<file path="src/design/tsdf_div.sv">
// restoring divider, one quotient bit per cycle, rounds half away from zero
// standalone, takes a magnitude and a sign and gives a signed quotient
module tsdf_div #(
  parameter int NumW = 32,
  parameter int DenW = 16
) (
  input  logic            clk,
  input  logic            rst,
  input  logic            start,
  input  logic            neg,
  input  logic [NumW-1:0] mag,
  input  logic [DenW-1:0] den,
  output logic            done,
  output logic signed [NumW:0] quot
);
  localparam int CntW = $clog2(NumW + 1);
  logic [NumW-1:0] q;
  logic [DenW:0]   rem;
  logic [DenW-1:0] d;
  logic [CntW-1:0] cnt;
  logic            busy, sgn;
  logic [DenW:0]   trial;

  assign trial = {rem[DenW-1:0], q[NumW-1]};

  always_ff @(posedge clk) begin
    if (rst) begin
      busy <= 1'b0;
      done <= 1'b0;
    end else begin
      // last quotient bit lands on the edge that raises done
      done <= busy && (cnt == CntW'(1));
      if (start) begin
        busy <= 1'b1;
        q    <= mag + NumW'({1'b0, den[DenW-1:1]});
        rem  <= '0;
        d    <= den;
        sgn  <= neg;
        cnt  <= CntW'(NumW);
      end else if (busy) begin
        if (trial >= {1'b0, d}) begin
          rem <= trial - {1'b0, d};
          q   <= {q[NumW-2:0], 1'b1};
        end else begin
          rem <= trial;
          q   <= {q[NumW-2:0], 1'b0};
        end
        cnt <= cnt - CntW'(1);
        if (cnt == CntW'(1)) busy <= 1'b0;
      end
    end
  end

  assign quot = sgn ? -$signed({1'b0, q}) : $signed({1'b0, q});
endmodule

</file>
<file path="config.mk">
export PLATFORM = sky130hd
export DESIGN_NAME = tsdf_div
export DESIGN_NICKNAME = d
export VERILOG_FILES = /design/src/design/tsdf_div.sv
export SDC_FILE = /design/constraint.sdc
export NUM_CORES = 1
export LEC_CHECK = 0
export ABC_AREA = 1
export BUFFER_PORTS_ARGS = -buffer_cell sky130_fd_sc_hd__buf_4
export CELL_PAD_IN_SITES_DETAIL_PLACEMENT = 0
export CELL_PAD_IN_SITES_GLOBAL_PLACEMENT = 1
export CORE_AREA = 2 2 151 153
export CTS_BUF_LIST = sky130_fd_sc_hd__clkbuf_16
export CTS_CLUSTER_DIAMETER = 80
export DETAILED_ROUTE_END_ITERATION = 8
export DIE_AREA = 0 0 153 155
export GPL_TIMING_DRIVEN = 0
export HOLD_SLACK_MARGIN = 0.02
export PLACE_DENSITY = 0.64
export SYNTH_ARGS = -nofsm -noshare
export SYNTH_HDL_FRONTEND = slang
export SYNTH_SLANG_ARGS = --single-unit
</file>
<file path="constraint.sdc">
create_clock -name clk -period 4.7 [get_ports clk]
set_input_delay 0.235 -clock clk [delete_from_list [all_inputs] [get_ports clk]]
set_output_delay 0.235 -clock clk [all_outputs]
set_load 0.01 [all_outputs]
</file>
# Word-level counts from Yosys, hierarchy flattened
# Cells that the tools add are included.
[totals]
wordCells = 28
out_inout_bits = 34
register_bits = 73
inputBits = 52
[op_classes]
bitwise = 1
n_eq_ne = 1
order_cmp = 1
n_mux = 10
add_sub_neg = 4
n_reduce_logical = 4
[ops]
columns = ["cell", "n"]
rows = [
  ["32-bit 2-to-1 mux", 2],
  ["33-bit 2-to-1 mux", 1],
  ["32-bit negation with 33-bit output", 1],
  ["32-bit by 15-bit adder with 32-bit output", 1],
  ["16-bit 2-to-1 mux", 2],
  ["17-bit by 16-bit >= comparator with 1-bit output", 1],
  ["16-bit subtractor", 1],
  ["6-bit by 1-bit == test with 1-bit output (second input constant)", 1],
  ["6-bit 2-to-1 mux", 1],
  ["6-bit by 1-bit subtractor with 6-bit output (second input constant)", 1],
  ["1-bit 2-to-1 mux", 4],
  ["2-bit AND reduction", 2],
  ["2-bit nonzero test", 1],
  ["1-bit logical AND", 1],
  ["1-bit NOT", 1],
]

# Logic depth before layout (Yosys ltp)
# Gate-level depths: netlist of run 1.
[depth]
word_depth = 4
mapped_depth = 14
ltp_nobuf = 14

# Least setup slack after synthesis of run 1
# No wires, ideal clock.
[synth_timing]
path_type = "input port to flip-flop"
start = "input start"
end = "register cnt[0], enable pin"
n_path_buf = 1
t_required_ns = 4.216
setup_time_ns = 0.484
cell_stages = 3
slack_ns = 1.099
arrival_time_ns = 3.117
cell_sequence = "inv_1 > clkbuf_1 > a21oi_1"
[synth_via]
elab_chain_len = 2
[synth_lines]
columns = ["element", "line", "rtl"]
rows = [
  ["start: declaration", "9", "input logic start,"],
  ["2-bit nonzero test (no line)", "-", ""],
  ["2-bit AND reduction (no line)", "-", ""],
  ["end signal: assignment", "39", "cnt <= CntW'(NumW);"],
  ["end signal: assignment", "48", "cnt <= cnt - CntW'(1);"],
  ["end: declaration", "20", "logic [CntW-1:0] cnt;"],
]
# Every way passes these cells.
# A chain may end at the register's enable or synchronous reset.

# Worst setup path in the final report of run 1
[layout_timing]
start = "register q[0]"
end = "output quot[18]"
[layout_via]
elab_chain_len = 2
[layout_lines]
columns = ["element", "line", "rtl"]
rows = [
  ["start: declaration", "17", "logic [NumW-1:0] q;"],
  ["start signal: assignment", "35", "q <= mag + NumW'({1'b0, den[DenW-1:1]});"],
  ["start signal: assignment", "43", "q <= {q[NumW-2:0], 1'b1};"],
  ["start signal: assignment", "46", "q <= {q[NumW-2:0], 1'b0};"],
  ["32-bit negation with 33-bit output", "54", "assign quot = sgn ? -$signed({1'b0, q}) : $signed({1'b0, q});"],
  ["33-bit 2-to-1 mux", "54", ""],
  ["end: declaration", "14", "output logic signed [NumW:0] quot"],
]
# Every way passes these cells.

==> metrics, run 1 <==
outcome=finished, final reports clean; # IOs=86; Reg2Reg Setup Slack=2.40 ns; Avg Synthesized Cell Area=6.767 um2; worst setup margin=2.116 ns; mux share of post-synthesis cell area=0; post-CTS sizing=0; vias per cell=4.537; die area=23720 um2; leak pwr=3.907 nW; crit path time final=2.584 ns; # clock sinks=73; Placed Instances=1341; Max Clk Rate=387.0 MHz; switching power=0.0007982 W; Routability Congestion=0.7944; Worst-path clk slew=0.07 ns; reg2reg path depth=11; area share of the largest cell type after synthesis=0.3255; leading cell type in the layout, fill and taps excluded=nand2_1; # rows=55; Non-Filler Instances=1357; Critical R2R Launch=q[31]$_DFFE_PP_; drt drc=0; Area contributors post-synth=edfxtp_1 33%, nand2_1 18%, inv_1 8.3%; Sequential Area=2172 um2; Wirelength per Cell=15.35 um; Post-Route WL=20830 um; setup violators final=0; worst setup slack after placement=2.346 ns; met3 GRT Util=0.01699; initial antenna violation count=0; FILL cells=2451; Initial Util=0.2947; Startpoint Class=flip-flop; post-layout util=0.3562; Sw Ratio=0.3509; Post-Synth Adder-Cell Area=0.07106; Final Max Slew Viols=0; Setup crit end=quot[18]; Ant. Diodes=0; final hold vios=0; Area Growth Syn to Fin=20.88%; CTS H-Tree Depth=3; number of synthesized flops with an enable pin=71; total track usage=0.1790; crit end category=primary output; Max Cap Viol=0; GRT met2 Usage=0.2966; Num CTS Buffers=9; HP Class=in -> reg; logic gate share of total power=0.325; Most Crowded Layer GR=met2; hold buffers post-CTS=0; area occupied by multi-input gates=3737 um2; Tcrit/Tclk final=0.5498; clock share of power=0.313; clock buffer depth=2; Detailed Routing Iterations Pass 1=4; flops & latches, synth=73; CP startpoint=q[0]$_DFFE_PP_; Final nets=1155; CP required=4.47 ns; die height=155 um; via count=6157; Slew @ Worst Pin=0.7382 ns; final hold slack=0.05701 ns; clk root buf=clkbuf_16; IO Port Bufs=85; Core ar.=22230 um2; Rel. slew slack=0.5079; ANT nets after route=0; RSZ-0062 raised after global routing=no; sequential power share=0.362; sequential share of the synthesized area=0.3316; critical path class=reg -> out; Yosys warnings=0; postcts setup bufs=0; mapped cell area=6550 um2; first-pass GRT wire length=32990 um; Mapped Cells=968; Congestion Overflow GR=0; Main synth FF type=edfxtp_1; Design Power=0.002275 W; critical path data arrival time=2.35 ns; main combinational cell family by area after synthesis=simple AND/OR/NAND/NOR gates; Clock Skew=0.01418 ns; ys async rst share=0; CTS tree=done; Simple-Gate Fraction of Synth Area=0.3650; Synth Net Count=1056; Worst IR Drop VDD=0.1550 mV; Synth area leader=edfxtp_1; Detailed Place HPWL=17390 um; initial DRC count=300; PD cells=287.3 nW/um2; internal power=0.001477 W; met1 GRT Util=0.2508; Die Wd=153 um; reg2reg end=rem[14]$_SDFFCE_PP0P_; layout cells sized above 1=0.1418; most frequent cells in the layout=317 x nand2_1, 145 x inv_1, 111 x nor2_1; Synth Area in Compound Gates=0.07354; vias in the first global route=6016; Max FO, Critical Path=5; pin count of the biggest net entering global routing=28; Yosys cell types=42; Clk Latency, worst-skew pair=0.35 ns; XOR/XNOR Fraction of Synth Area=0.05883
-- worst max-delay path, cell delays in order (launching register included) --
cell and delay [ns]:
edfxtp_1 0.39, inv_1 0.14, ha_1 0.20, nand3_2 0.16, nor3_2 0.21, nand2_1 0.17
nor2_2 0.15, nand2_1 0.08, nand2_1 0.09, xor2_1 0.25, buf_4 0.17
-- cell type report --
type,instances,area share
inverters,151,0.07159
plain buffers,16,0.01106
well taps,285,0.04504
repair buffers,88,0.08850
clock inverters,7,0.009008
clock buffers,9,0.02845
multi-input cells,728,0.4720
flip-flops and latches,73,0.2743
-- worst min-delay path by stage --
stage	depth (start not counted)	endpoint	startpoint	slack (ns)
6_report	1	d[0]$_DFFE_PP_	den[0]	0.06
3_3_place_gp	1	d[0]$_DFFE_PP_	den[0]	0.42
5_1_grt	1	d[0]$_DFFE_PP_	den[0]	0.05
3_5_place_dp	1	sgn$_DFFE_PP_	neg	0.42
4_1_cts	1	d[0]$_DFFE_PP_	den[0]	0.05
2_1_floorplan	1	busy$_SDFF_PP0_	rst	0.30
-- cell families (layout without fill, tap and decap cells) --
| kind of cell | count (synthesis) | count (layout) |
|---|---|---|
| fa+ha+maj | 36 | 36 |
| buf+inv | 167 | 271 |
| simple gates | 561 | 561 |
| xor+xnor | 44 | 44 |
| compound gates | 87 | 87 |
| flops | 73 | 73 |
-- metrics by stage --
step	area (um2)	TNS, ns
floorplan	6550	0
global placement	7545	-46.40
detailed placement	7621	0
CTS	7918	0
global route	7918	0
finish	7918	0
-- cells in the mapped netlist, types with 11 or more instances --
cell,count
edfxtp_1,71
nand3_1,67
o21ai_0,25
a21oi_1,32
nor2_1,112
nand2_1,317
nor2_2,14
o21ai_1,11
xnor2_1,12
inv_1,144
nor3_1,16
xor2_1,32
ha_1,34
-- metal layers --
layer / vias to the layer above / wire [um] / part of all wire
met5: - / 0 / 0
li1: 3276 / - / -
met3: 15 / 502 / 0.024
met2: 100 / 9669 / 0.46
met4: 0 / 314 / 0.015
met1: 2766 / 10340 / 0.50
-- power by group through the flow --
stage / logic, W / registers [W] / clock network, W
floorplan: 0.000481 / 0.000826 / 0
global placement: 0.000741 / 0.000842 / 0
detailed placement: 0.000748 / 0.000837 / 0
CTS: 0.000752 / 0.000824 / 0.000731
global route: 0.000838 / 0.000830 / 0.000752
finish: 0.000739 / 0.000824 / 0.000712
-- registers in the layout (all words and copies together) (netlist names) --
signal,flops
q,32
d,16
rem,16
cnt,6
busy,1
done,1
sgn,1
Note: power is estimated with default switching activity, not from simulation.
==> inputs of run 2 (changes only) <==
==> config.mk (replaced) <==
export PLATFORM = sky130hd
export DESIGN_NAME = tsdf_div
export DESIGN_NICKNAME = d
export VERILOG_FILES = /design/src/design/tsdf_div.sv
export SDC_FILE = /design/constraint.sdc
export NUM_CORES = 1
export LEC_CHECK = 0
export ABC_AREA = 0
export BUFFER_PORTS_ARGS = -buffer_cell sky130_fd_sc_hd__buf_4
export CELL_PAD_IN_SITES_DETAIL_PLACEMENT = 0
export CELL_PAD_IN_SITES_GLOBAL_PLACEMENT = 1
export CORE_AREA = 2 2 139 141
export CTS_BUF_LIST = sky130_fd_sc_hd__clkbuf_16
export CTS_CLUSTER_DIAMETER = 80
export DETAILED_ROUTE_END_ITERATION = 8
export DIE_AREA = 0 0 141 143
export GPL_TIMING_DRIVEN = 0
export HOLD_SLACK_MARGIN = 0.02
export PLACE_DENSITY = 0.61
export SYNTH_ARGS = -nofsm -noshare
export SYNTH_HDL_FRONTEND = slang
export SYNTH_SLANG_ARGS = --single-unit
==> constraint.sdc (replaced) <==
create_clock -name clk -period 2.5 [get_ports clk]
set_input_delay 0.125 -clock clk [delete_from_list [all_inputs] [get_ports clk]]
set_output_delay 0.125 -clock clk [all_outputs]
set_load 0.01 [all_outputs]
==> run 2 against run 1 <==
The run now ends with setup timing left; count of clock-buffer cells in the layout did not move; sequential power grew 92%; area after synthesis is 15% lower; sequential share of layout area up 0.60 points; cell area is 2.1% lower; first-iteration DRC count decreased by 31%; combinational power grew 130%; power is 110% higher; critical path depth shrank 4; highest routed layer unchanged.
==> metrics, run 2 <==
CP required=2.38 ns (-2.09 ns); area occupied by multi-input gates=3690 um2 (-1.3%); CTS tree=done; Clk Latency, worst-skew pair=0.34 ns (about the same); clk root buf=clkbuf_16; Final nets=798 (-31%); IO Port Bufs=84 (-1.2%); Area contributors post-synth=edfxtp_1 38%, xnor2_1 9.0%, ha_1 7.7%; Slew @ Worst Pin=0.9227 ns (+0.1846 ns); first-pass GRT wire length=27100 um (-18%); critical path data arrival time=2.67 ns (+0.32 ns); die height=143 um (-7.7%); Startpoint Class=flip-flop; # clock sinks=73 (unchanged); Max Clk Rate=358.1 MHz; Congestion Overflow GR=0 (unchanged); Tcrit/Tclk final=1.117; number of synthesized flops with an enable pin=71 (unchanged); logic gate share of total power=0.362 (+0.037); drt drc=0 (unchanged); Sw Ratio=0.3198 (-0.03109); Routability Congestion=0.7794 (-1.9%); initial antenna violation count=0 (unchanged); leak pwr=2.946 nW (-25%); final hold vios=0 (unchanged); crit end category=primary output; Post-Route WL=17510 um (-16%); critical path class=reg -> out; Detailed Place HPWL=12310 um (-29%); ANT nets after route=0 (unchanged); clock buffer depth=2 (unchanged); # rows=50 (-9.1%); setup tns final=-2.155 ns (-2.155 ns); outcome=finished with violations; Yosys warnings=0 (unchanged); Mapped Cells=568 (-41%); HP Class=in -> reg; largest registers=q: 32 flops, d: 16 flops, rem: 16 flops; reg2reg end=rem[12]$_SDFFCE_PP0P_; Max Cap Viol=0 (unchanged); Worst IR Drop VDD=0.3697 mV (+140%); mapped cell area=5545 um2 (-15%); Reg with most FFs=q; Final Max Slew Viols=0 (unchanged); Num CTS Buffers=9 (unchanged); Main synth FF type=edfxtp_1; sequential power share=0.337 (-0.025); area share of the largest cell type after synthesis=0.3845 (+0.05898); Reg2Reg Setup Slack=0.02 ns (-2.38 ns); Worst-path clk slew=0.06 ns (about the same); leading cell type in the layout, fill and taps excluded=buf_4; Area Growth Syn to Fin=39.73%; vias per cell=5.141 (+13%); Detailed Routing Iterations Pass 1=4 (unchanged); violated checks=setup timing; FILL cells=1771 (-28%); via count=4879 (-21%); clock share of power=0.301 (-0.012); CTS H-Tree Depth=3 (unchanged); worst setup margin=-0.2923 ns (-2.408 ns); flip-flop count of the largest register after layout=32 (unchanged); Sequential Area=2172 um2 (unchanged); total track usage=0.1733 (-0.005715); PD cells=606.6 nW/um2 (+110%); reg2reg path depth=11 (unchanged); most frequent cells after synthesis=71 x edfxtp_1, 64 x nor2_1, 57 x xnor2_1; CP startpoint=q[15]$_DFFE_PP_; Critical R2R Launch=q[31]$_DFFE_PP_; Clock Skew=0.01182 ns (-0.002358 ns); most numerous cell in the Yosys netlist=edfxtp_1; sequential share of the synthesized area=0.3917 (+0.06008); switching power=0.001503 W (+88%); crit path time final=2.792 ns; Avg Synthesized Cell Area=9.763 um2 (+44%); internal power=0.003197 W (+120%); RSZ-0062 raised after global routing=yes; Synth Net Count=656 (-38%); die area=20160 um2 (-15%); Wirelength per Cell=18.45 um (+20%); vias in the first global route=5071 (-16%); ys async rst share=0 (unchanged); Max FO, Critical Path=5 (unchanged); Design Power=0.004701 W (+110%); most frequent cells in the layout=115 x buf_4, 71 x edfxtp_1, 60 x nor2_1; layout cells sized above 1=0.3217 (+0.1799); Die Wd=141 um (-7.8%); pin count of the biggest net entering global routing=33 (+18%); # IOs=86 (unchanged); Rel. slew slack=0.3849 (-0.1230); Setup crit end=quot[20]; Ant. Diodes=0 (unchanged); initial DRC count=208 (-31%); Synth area leader=edfxtp_1; Initial Util=0.2985 (+0.003771); flops & latches, synth=73 (unchanged); setup violators final=15 (+15); Yosys cell types=62 (+48%); Core ar.=18580 um2 (-16%)
[run 2: routing by layer]
metal	GRT usage	vias up	part of all wire	wire length, um
met1	0.2243	2401	0.46	8102
met4	0.05474	0	0.018	309
met5	0	-	0	0
li1	-	2386	-	-
met2	0.3019	70	0.50	8706
met3	0.02247	22	0.022	387
[run 2: worst max-delay path: stages, from the launching register on]
cell and delay (ns):
edfxtp_1 0.42, or2_1 0.26, or4_4 0.54, or4_4 0.56, o31ai_2 0.22, xnor2_1 0.17, buf_4 0.16
[run 2: how the worst min path moves through the flow]
stage               startpoint         endpoint  slack (ns)  depth (start not counted)
global placement        den[0]   d[0]$_DFFE_PP_        0.31                          1
finish                 mag[26]  q[26]$_DFFE_PP_        0.18                          3
floorplan                  rst  busy$_SDFF_PP0_        0.20                          1
detailed placement      den[0]   d[0]$_DFFE_PP_        0.31                          1
CTS                    mag[26]  q[26]$_DFFE_PP_        0.17                          3
global route           mag[27]  q[27]$_DFFE_PP_        0.19                          3
[run 2: what timing repair did]
| item | in CTS | in global routing |
|---|---|---|
| hold endpoints to repair | 19 | 0 |
| buffers inserted | 24 | 7 |
| gates cloned | 2 | 0 |
| gates resized for setup | 64 | 41 |
| setup endpoints to repair | 44 | 47 |
| pin swaps | 32 | 22 |
| hold buffers | 18 | 0 |
[run 2: layout make-up]
| type | count | share of cell area |
|---|---|---|
| Timing Repair Buffer | 136 | 0.1406 |
| Sequential cell | 73 | 0.2803 |
| Inverter | 28 | 0.01356 |
| Tap cell | 234 | 0.03778 |
| Clock inverter | 7 | 0.01227 |
| Clock buffer | 9 | 0.02907 |
| Multi-Input combinational cell | 446 | 0.4762 |
| Buffer | 16 | 0.01017 |
[run 2: through the flow]
step / worst slack (ns) / cells / cell area [um2] / util / hold WS [ns]
after global routing: -0.3977 / 949 / 7749 / 0.4170 / 0.1899
after detailed placement: -0.5266 / 887 / 6499 / 0.3498 / 0.3064
after floorplan: 0.02618 / 568 / 5548 / - / 0.1974
final: -0.2923 / 949 / 7749 / 0.4170 / 0.1758
after global placement: -1.285 / 886 / 6471 / 0.3483 / 0.3050
after CTS: -0.2805 / 943 / 7511 / 0.4042 / 0.1661
[run 2: cells by family after synthesis]
group                    synth area share
buffers and inverters             0.03452
adder cells (fa/ha/maj)           0.08394
AO/OA/AOI/OAI                      0.1848
multiplexers                      0.04626
flip-flops                         0.3917
XOR/XNOR                           0.1137
AND/OR/NAND/NOR                    0.1451
[run 2: power by group through the flow]
stage,clock network [W],registers [W],logic [W]
detailed placement,0,0.00160,0.00132
global placement,0,0.00160,0.00130
floorplan,0,0.00157,0.000893
CTS,0.00143,0.00158,0.00159
global route,0.00148,0.00159,0.00185
finish,0.00141,0.00158,0.00170
